### config.mk
export PLATFORM = sky130hd
export DESIGN_NAME = dual_sync_frame_receiver_core
export DESIGN_NICKNAME = d
export VERILOG_FILES = /design/src/rtl/core/dsfr_pkg.sv /design/src/rtl/core/dsfr_store.sv /design/src/rtl/core/dsfr_ctrl.sv /design/src/rtl/core/dual_sync_frame_receiver_core.sv
export SDC_FILE = /design/constraint.sdc
export NUM_CORES = 1
export LEC_CHECK = 0
export BUFFER_PORTS_ARGS = -buffer_cell sky130_fd_sc_hd__buf_2
export CAP_MARGIN = 0
export CORE_ASPECT_RATIO = 1.1
export CORE_MARGIN = 4
export CORE_UTILIZATION = 48
export CTS_CLUSTER_SIZE = 24
export DETAILED_ROUTE_END_ITERATION = 10
export PLACE_DENSITY = 0.69
export SLEW_MARGIN = 20
export SYNTH_ARGS = -nofsm -noshare
export SYNTH_HDL_FRONTEND = slang
export SYNTH_HIERARCHICAL = 1
export SYNTH_SLANG_ARGS = --single-unit
export TNS_END_PERCENT = 30
### constraint.sdc
create_clock -name clk -period 4.3 [get_ports clk]
set_input_delay 0 -clock clk [delete_from_list [all_inputs] [get_ports clk]]
set_output_delay 0 -clock clk [all_outputs]
set_load 0.02 [all_outputs]
### src/rtl/core/dsfr_pkg.sv
`default_nettype none

package dsfr_pkg;

  localparam int MAX_FRAME_DEF = 40;
  // widest store address over the supported depth range (up to 64 entries)
  localparam int MEM_AW_MAX    = 6;

  localparam logic [7:0] SHORT_SYNC_RST = 8'hF1;
  localparam logic [7:0] LONG_SYNC_RST  = 8'hF2;
  localparam logic [5:0] SHORT_LEN_RST  = 6'd7;
  localparam logic [5:0] LONG_LEN_RST   = 6'd33;

  localparam logic [1:0] REG_SHORT_SYNC = 2'd0;
  localparam logic [1:0] REG_LONG_SYNC  = 2'd1;
  localparam logic [1:0] REG_SHORT_LEN  = 2'd2;
  localparam logic [1:0] REG_LONG_LEN   = 2'd3;

  typedef struct packed {
    logic [7:0] short_sync;
    logic [7:0] long_sync;
    logic [5:0] short_len;
    logic [5:0] long_len;
  } cfg_t;

  typedef struct packed {
    logic                  we;
    logic [MEM_AW_MAX-1:0] waddr;
    logic [7:0]            wdata;
    logic                  re;
    logic [MEM_AW_MAX-1:0] raddr;
  } mem_req_t;

endpackage

`default_nettype wire

### src/rtl/core/dsfr_store.sv
`default_nettype none

module dsfr_store
  import dsfr_pkg::*;
#(
  parameter int MAX_FRAME = MAX_FRAME_DEF
) (
  input  wire logic     clk,
  input  wire mem_req_t req,
  output logic [7:0]    rd_data
);

  localparam int AW = (MAX_FRAME > 1) ? $clog2(MAX_FRAME) : 1;

  logic [7:0] mem [MAX_FRAME];
  logic [7:0] rd_data_r;

  always_ff @(posedge clk) begin
    if (req.we) begin
      mem[req.waddr[AW-1:0]] <= req.wdata;
    end
  end

  always_ff @(posedge clk) begin
    if (req.re) begin
      rd_data_r <= mem[req.raddr[AW-1:0]];
    end
  end

  assign rd_data = rd_data_r;

endmodule

`default_nettype wire

### src/rtl/core/dsfr_ctrl.sv
`default_nettype none

module dsfr_ctrl
  import dsfr_pkg::*;
#(
  parameter int MAX_FRAME = MAX_FRAME_DEF
) (
  input  wire logic       clk,
  input  wire logic       rst_n,
  input  wire cfg_t       cfg,
  input  wire logic       in_valid,
  output logic            in_ready,
  input  wire logic [7:0] in_rx_byte,
  output logic            out_valid,
  input  wire logic       out_ready,
  output logic [5:0]      out_byte_index,
  output logic            out_frame_kind,
  output logic            out_last_byte,
  output mem_req_t        mem_req
);

  localparam int AW = (MAX_FRAME > 1) ? $clog2(MAX_FRAME) : 1;
  localparam int CW = $clog2(MAX_FRAME + 1);
  localparam int LW = (CW > 6) ? CW : 6;

  localparam logic [1:0] S_HUNT = 2'd0;
  localparam logic [1:0] S_RECV = 2'd1;
  localparam logic [1:0] S_READ = 2'd2;
  localparam logic [1:0] S_SHOW = 2'd3;

  logic [1:0]    state_r, state_nxt;
  logic [CW-1:0] cnt_r, cnt_nxt;
  logic          kind_r, kind_nxt;
  logic [LW-1:0] len_r, len_nxt;
  logic [AW-1:0] rd_idx_r, rd_idx_nxt;

  logic          in_acc;
  logic [7:0]    confirm_code;
  logic [5:0]    len_raw;
  logic [LW-1:0] len_sel, eff_len;
  logic [LW:0]   cnt_inc, rd_inc;
  logic          last;

  assign in_acc       = in_valid && in_ready;
  assign confirm_code = kind_r ? cfg.long_sync : cfg.short_sync;
  assign len_raw      = kind_r ? cfg.long_len : cfg.short_len;
  assign len_sel      = LW'(len_raw);

  // clamp length to [2, MAX_FRAME]
  always_comb begin
    if (len_sel < LW'(2)) begin
      eff_len = LW'(2);
    end else if (len_sel > LW'(MAX_FRAME)) begin
      eff_len = LW'(MAX_FRAME);
    end else begin
      eff_len = len_sel;
    end
  end

  assign cnt_inc = (LW + 1)'(cnt_r) + (LW + 1)'(1);
  assign rd_inc  = (LW + 1)'(rd_idx_r) + (LW + 1)'(1);
  assign last    = (rd_inc == (LW + 1)'(len_r));

  always_comb begin
    state_nxt     = state_r;
    cnt_nxt       = cnt_r;
    kind_nxt      = kind_r;
    len_nxt       = len_r;
    rd_idx_nxt    = rd_idx_r;
    mem_req       = '0;
    mem_req.wdata = in_rx_byte;
    mem_req.raddr = MEM_AW_MAX'(rd_idx_r);
    unique case (state_r)
      S_HUNT: begin
        if (in_acc) begin
          if (in_rx_byte == cfg.short_sync || in_rx_byte == cfg.long_sync) begin
            // equal codes resolve to a short frame
            kind_nxt      = (in_rx_byte != cfg.short_sync);
            mem_req.we    = 1'b1;
            mem_req.waddr = '0;
            cnt_nxt       = CW'(1);
            state_nxt     = S_RECV;
          end
        end
      end
      S_RECV: begin
        if (in_acc) begin
          if (cnt_r == CW'(1) && in_rx_byte != confirm_code) begin
            // bad confirm: drop frame, byte not re-checked
            cnt_nxt   = '0;
            state_nxt = S_HUNT;
          end else begin
            mem_req.we    = (cnt_r < CW'(MAX_FRAME));
            mem_req.waddr = MEM_AW_MAX'(cnt_r[AW-1:0]);
            if (cnt_inc < (LW + 1)'(eff_len)) begin
              cnt_nxt = cnt_inc[CW-1:0];
            end else begin
              cnt_nxt    = '0;
              len_nxt    = eff_len;
              rd_idx_nxt = '0;
              state_nxt  = S_READ;
            end
          end
        end
      end
      S_READ: begin
        mem_req.re = 1'b1;
        state_nxt  = S_SHOW;
      end
      S_SHOW: begin
        if (out_ready) begin
          if (last) begin
            state_nxt = S_HUNT;
          end else begin
            rd_idx_nxt = rd_inc[AW-1:0];
            state_nxt  = S_READ;
          end
        end
      end
      default: state_nxt = S_HUNT;
    endcase
  end

  always_ff @(posedge clk) begin
    if (!rst_n) begin
      state_r  <= S_HUNT;
      cnt_r    <= '0;
      kind_r   <= 1'b0;
      rd_idx_r <= '0;
    end else begin
      state_r  <= state_nxt;
      cnt_r    <= cnt_nxt;
      kind_r   <= kind_nxt;
      rd_idx_r <= rd_idx_nxt;
    end
  end

  always_ff @(posedge clk) begin
    len_r <= len_nxt;
  end

  assign in_ready       = (state_r == S_HUNT) || (state_r == S_RECV);
  assign out_valid      = (state_r == S_SHOW);
  assign out_byte_index = 6'(rd_idx_r);
  assign out_frame_kind = kind_r;
  assign out_last_byte  = last;

endmodule

`default_nettype wire

### src/rtl/core/dual_sync_frame_receiver_core.sv
`default_nettype none
// Sequence: a completed frame goes to S_READ (store read), then S_SHOW (first beat).
// Throughput: one rx beat per cycle while a frame is being gathered; the drain
//   takes a store read, then an output hold, per result beat, and S_SHOW waits
//   for out_ready; the input is stalled until the whole frame has drained.
// Reset: synchronous active-low rst_n; config regs return to defaults, FSM hunts.
//   The frame store is not cleared; entries are always written before read.

module dual_sync_frame_receiver_core
  import dsfr_pkg::*;
#(
  parameter int MAX_FRAME = MAX_FRAME_DEF
) (
  input  wire logic       clk,
  input  wire logic       rst_n,
  // config write port
  input  wire logic       cfg_we,
  input  wire logic [1:0] cfg_index,
  input  wire logic [7:0] cfg_wdata,
  // rx byte beats
  input  wire logic       in_valid,
  output logic            in_ready,
  input  wire logic [7:0] in_rx_byte,
  // frame byte beats
  output logic            out_valid,
  input  wire logic       out_ready,
  output logic [7:0]      out_frame_byte,
  output logic [5:0]      out_byte_index,
  output logic            out_frame_kind,
  output logic            out_last_byte
);

  cfg_t     cfg_r, cfg_nxt;
  mem_req_t mem_req;

  // config register file; only indices 0..3 exist
  always_comb begin
    cfg_nxt = cfg_r;
    if (cfg_we) begin
      unique case (cfg_index)
        REG_SHORT_SYNC: cfg_nxt.short_sync = cfg_wdata;
        REG_LONG_SYNC:  cfg_nxt.long_sync  = cfg_wdata;
        REG_SHORT_LEN:  cfg_nxt.short_len  = cfg_wdata[5:0];
        REG_LONG_LEN:   cfg_nxt.long_len   = cfg_wdata[5:0];
        default:        cfg_nxt = cfg_r;
      endcase
    end
  end

  always_ff @(posedge clk) begin
    if (!rst_n) begin
      cfg_r.short_sync <= SHORT_SYNC_RST;
      cfg_r.long_sync  <= LONG_SYNC_RST;
      cfg_r.short_len  <= SHORT_LEN_RST;
      cfg_r.long_len   <= LONG_LEN_RST;
    end else begin
      cfg_r <= cfg_nxt;
    end
  end

  // sequencer: hunts sync, gathers bytes, then drains the store
  dsfr_ctrl #(
    .MAX_FRAME (MAX_FRAME)
  ) u_ctrl (
    .clk            (clk),
    .rst_n          (rst_n),
    .cfg            (cfg_r),
    .in_valid       (in_valid),
    .in_ready       (in_ready),
    .in_rx_byte     (in_rx_byte),
    .out_valid      (out_valid),
    .out_ready      (out_ready),
    .out_byte_index (out_byte_index),
    .out_frame_kind (out_frame_kind),
    .out_last_byte  (out_last_byte),
    .mem_req        (mem_req)
  );

  // frame store; read data is registered and held through the output beat
  dsfr_store #(
    .MAX_FRAME (MAX_FRAME)
  ) u_store (
    .clk     (clk),
    .req     (mem_req),
    .rd_data (out_frame_byte)
  );

endmodule

`default_nettype wire
# == Yosys cells after proc, flatten, opt, wreduce, memory -nomap -nowiden ==
# Memories as Yosys holds them, arrays and structs flattened. A register that Yosys moved wholly into a read port is not among the register bits.
# Index checks and enable logic that the tools add are counted.
# word_totals
reg_bits,49
n_memories,1
mem_bits_rw,320
word_cells,87
out_inout_bits,18
inputBits,23
# classes
n_reduce_logical,17
n_lt_le_gt_ge,4
add_sub_neg,2
n_mux,32
n_bitwise,2
eq_ne,20
# mem_list
memory,depth,width,read_ports,rd_clocked_by_memory_dff,write_ports,line_no,text
u_store.mem,40,8,1,1,1,dsfr_store.sv:15,logic [7:0] mem [MAX_FRAME];
# op_table
op,count
6-bit 2-to-1 mux,13
7-bit 2-to-1 mux,4
6-bit one-hot mux with 2 select lines,2
8-bit == test,2
8-bit inequality test,2
6-bit by 1-bit adder with 7-bit output (second input constant),2
2-bit 2-to-1 mux,7
7-bit one-hot mux with 2 select lines,1
2-bit == test (second input constant),4
8-bit 2-to-1 mux,1
2-bit by 1-bit inequality test with 1-bit output (second input constant),4
2-bit one-hot mux with 4 select lines,1
2-bit AND reduction,4
4-bit AND reduction,2
7-bit by 6-bit == test with 1-bit output,1
7-bit by 6-bit < comparator with 1-bit output,1
6-bit by 1-bit == test with 1-bit output (second input constant),1
6-bit greater-than comparator (second input constant),1
6-bit by 2-bit < comparator with 1-bit output (second input constant),1
6-bit < comparator (second input constant),1
2-bit inequality test (second input constant),3
6-bit AND reduction,1
5-bit AND reduction,1
2-bit by 1-bit == test with 1-bit output (second input constant),2
other kinds (8),15

# == Depth between registers and ports, before layout ==
# depth
ltp_word,9
mapped_depth,13
depth_no_buf,11

# == Modules after synthesis ==
# Netlist, hierarchy kept.
# by_module_without_submodules
module,area_each_um2,seq_area_each_um2,instances,cells_per_inst
dsfr_store,13073.8,9849.4,1,696
dsfr_ctrl,1996.9,480.5,1,239
dual_sync_frame_receiver_core,1129.8,560.5,1,111

# == Worst setup path before layout ==
# OpenSTA, ideal clock, no wires.
# synth_timing
path_type,register to register
from,register u_ctrl.kind_r (netlist: u_ctrl/out_frame_kind)
to,register u_ctrl.cnt_r[2]
path_buffers,2
t_arrival_ps,3177
required_ps,4226
setup_time_ps,74
stages_incl_launch_ff,12
synth_period_minus_slack_ps,3251
slack_ps,1049
path_cell_list,dfxtp_1 buf_2 dlygate4sd1_1 mux2_1 nand2_1 ha_1 and2_4 a221o_1 a311o_1 a2111oi_4 nand4b_1 a31oi_1
# synth_via
elab_chain_len,9
elab_cells_between_ends,13
classes_between,order compare: 3; eq/ne: 1; mux: 8; reduce/logical: 1
# synth_rtl
item,line_no,text
start: declaration,dsfr_ctrl.sv:33,"logic kind_r, kind_nxt;"
start signal: assignment,dsfr_ctrl.sv:133,kind_r <= kind_nxt;
6-bit 2-to-1 mux,dsfr_ctrl.sv:46,assign len_raw = kind_r ? cfg.long_len : cfg.short_len;
6-bit greater-than comparator,dsfr_ctrl.sv:53,end else if (len_sel > LW'(MAX_FRAME)) begin
6-bit 2-to-1 mux,dsfr_ctrl.sv:53,
6-bit 2-to-1 mux,dsfr_ctrl.sv:51,if (len_sel < LW'(2)) begin
7-bit by 6-bit < comparator with 1-bit output,dsfr_ctrl.sv:95,if (cnt_inc < (LW + 1)'(eff_len)) begin
6-bit 2-to-1 mux,dsfr_ctrl.sv:95,
6-bit 2-to-1 mux *,dsfr_ctrl.sv:88,if (cnt_r == CW'(1) && in_rx_byte != confirm_code) begin
6-bit 2-to-1 mux *,dsfr_ctrl.sv:87,if (in_acc) begin
6-bit one-hot mux with 2 select lines *,dsfr_ctrl.sv:73,unique case (state_r)
end signal: assignment,dsfr_ctrl.sv:132,cnt_r <= cnt_nxt;
end: declaration,dsfr_ctrl.sv:32,"logic [CW-1:0] cnt_r, cnt_nxt;"
# Mark *: on every way between the ends. The rest lies on a longest branch, timed or not. The select of a mux whose other input is x is not followed.
# A chain may end at the register's enable or synchronous reset.

==> flow_summary.ini <==
[synthesis]
synthTopCellsByArea = edfxtp_1 (62%), mux2i_1 (9.8%), dfxtp_1 (5.3%)
synthFlopType = edfxtp_1
synthArstFlopShare_pct = 0
synth_nets = 1077
yosysTopAreaCellShare_pct = 61.91
ys_seq_area_share_pct = 67.22
yosysWarnings = 6
synth_cells = 1046
syn_avg_cell_area_um2 = 15.49
synth-seq-cells = 377
yosysTopAreaCell = edfxtp_1
syn_area_mm2 = 0.01620
ys_types = 76
synth-edff-count = 334

[sta]
fin_crit_sh_pct = 81.55
fin_crit_ns = 3.507
rsz0062_at_grt = no
drv_slew = 0
hold_viol_final = 0
clock_skew_ns = 0.02106
holdWs_ns = 0.1083
tightest_slew_ns = 1.012
max_clock_freq_ghz = 0.2852
setup_viol_count_final = 0
finalSetupTns_ns = 0
max-slew-margin-rel_pct = 32.31

[global_route]
grt_pass1_wl_um = 54300
antenna_found_initial = 0
grt_pass1_vias = 8967
grt_overflow = 0
track_usage_pct = 19.21
grt_max_degree = 58

[clock_tree]
clk_pin_slew_ns = 0.06
post_cts_buffers = 0
htree_levels = 2
hold_buffers = 17
root_buffer = clkbuf_16
cts.sink_count = 377
post_cts_resized = 0
max-clock-path-buffers = 3
cts_tree = done
cts_buffers = 39
clock_latency_ns = 0.53

[drt]
firstDrtPassIters = 5
drc_errors = 0
vias_per_cell = 5.815
drtIter0Drc = 752
drt-wirelength-per-cell_um = 22.84
antenna_left = 0
routed_wl_um = 35640
via_count = 9072

[place]
dp_hpwl_um = 23010
place_congestion = 0.8477
port_buffers = 40

[final_layout]
num-fill-cells = 2681
seq_area_mm2 = 0.01089
multi_input_area_mm2 = 0.004802
area_delta_synth_final_pct = 11.85
antenna_cells = 0
drive_above_1_share_pct = 16.49
final_common_cell = edfxtp_1
final_nets = 1131
final_cell_mix = edfxtp_1 (334), mux2i_1 (159), nand2_1 (61), nor2_1 (49), dfxtp_1 (42)

[die]
die_w_um = 183.2
initial_utilization_pct = 48.68
dieHeight_um = 200.7
die-area_mm2 = 0.03676
ios = 41
core.rowCount = 70
core-area_mm2 = 0.03328

[run_status]
status = completed

[power_and_ir_drop]
power.density_mw_per_mm2 = 408.0
total_power_mw = 7.394
power.leakage_nw = 5.786
peakVddDrop_mv = 0.2761

[critical_path]
crit_fanout = 10
cp-end-kind = flip-flop
path_class = flip-flop to flip-flop
critPathArrivalTime_ns = 3.65
cp-start-kind = flip-flop
required_ns = 4.45

[flow_run]
drv_cap = 0

[min_path]
hp-class = input pin to flip-flop
==> sequential cells by signal, summed over array words and instances (netlist names) <==
name / cells
u_ctrl/len_r: 6
u_store/rd_data: 8
cfg_r: 28
u_ctrl/state_r: 2
u_ctrl/out_frame_kind: 1
u_ctrl/cnt_r: 6
u_ctrl/out_byte_index: 6
u_store/mem: 320
==> cells in the mapped netlist, types with 11 or more instances <==
cell,count
edfxtp_1,334
mux2i_1,159
nand2_1,61
nor2_1,50
dfxtp_1,43
a22oi_1,34
nor2b_1,31
buf_4,27
a21oi_1,21
xor2_1,21
clkbuf_1,20
nand3_1,19
a22o_1,16
mux4_2,16
o22ai_1,14
inv_1,13
a221oi_2,12
buf_2,12
nand2b_1,11
==> final timing paths <==
check        startpoint            endpoint  slack, ns  depth (start not counted)
max           cfg_r[26]  u_store/mem[27][3]       0.79                          8
max reg2reg   cfg_r[26]  u_store/mem[27][3]       0.79                          8
min               rst_n            cfg_r[8]       0.11                          2
min reg2reg   cfg_r[15]           cfg_r[15]       0.47                          2
==> layout make-up <==
class,instances,area share (%)
inverters,14,0.2900
well taps,432,2.983
repair buffers,84,3.300
clock buffers,48,5.807
clock inverters,21,1.001
flip-flops and latches,377,60.12
multi-input cells,584,26.50
==> critical path, cell delays in order (launching register included) <==
cell and delay, ns:
dfxtp_1 0.32, xor2_1 0.17, nor4_2 0.41, a211oi_2 0.18, nor4_2 0.46, and2_1 0.38
nor2b_1 0.24, nand3_1 0.27, nor2_1 0.70
==> cell families (layout without fill, tap and decap cells) <==
kind of cell	after synthesis	in the layout	share of synthesized area [%]
fa+ha+maj	8	8	0.6179
compound gates	142	142	7.460
mux	185	185	12.74
simple gates	223	223	7.252
buf+inv	85	167	3.213
flops	377	377	67.22
xor+xnor	26	26	1.491
==> power by group <==
part	switching (mW)	internal, mW
logic	0.112	0.0521
clock network	1.31	1.92
registers	0.00828	3.99
==> per-stage QoR <==
stage / cells / instance area (um^2) / utilization (%) / worst slack (ns)
2_1_floorplan: 1046 / 16200 / - / 1.049
3_3_place_gp: 1474 / 16710 / 50.21 / 0.8895
3_5_place_dp: 1474 / 16720 / 50.23 / 0.8492
4_1_cts: 1560 / 18120 / 54.45 / 0.8370
5_1_grt: 1560 / 18120 / 54.45 / 0.5189
6_report: 1560 / 18120 / 54.45 / 0.7932
==> metal layers <==
layer  routed length [um]  vias to the layer above  global-route usage, %
met1                15220                     4573                  26.43
met4                 1262                        0                  6.812
met2                17350                      284                  31.26
met5                    0                        -                      0
li1                     -                     4145                      -
met3                 1808                       70                  2.990
(Power assumes the default switching activity.)
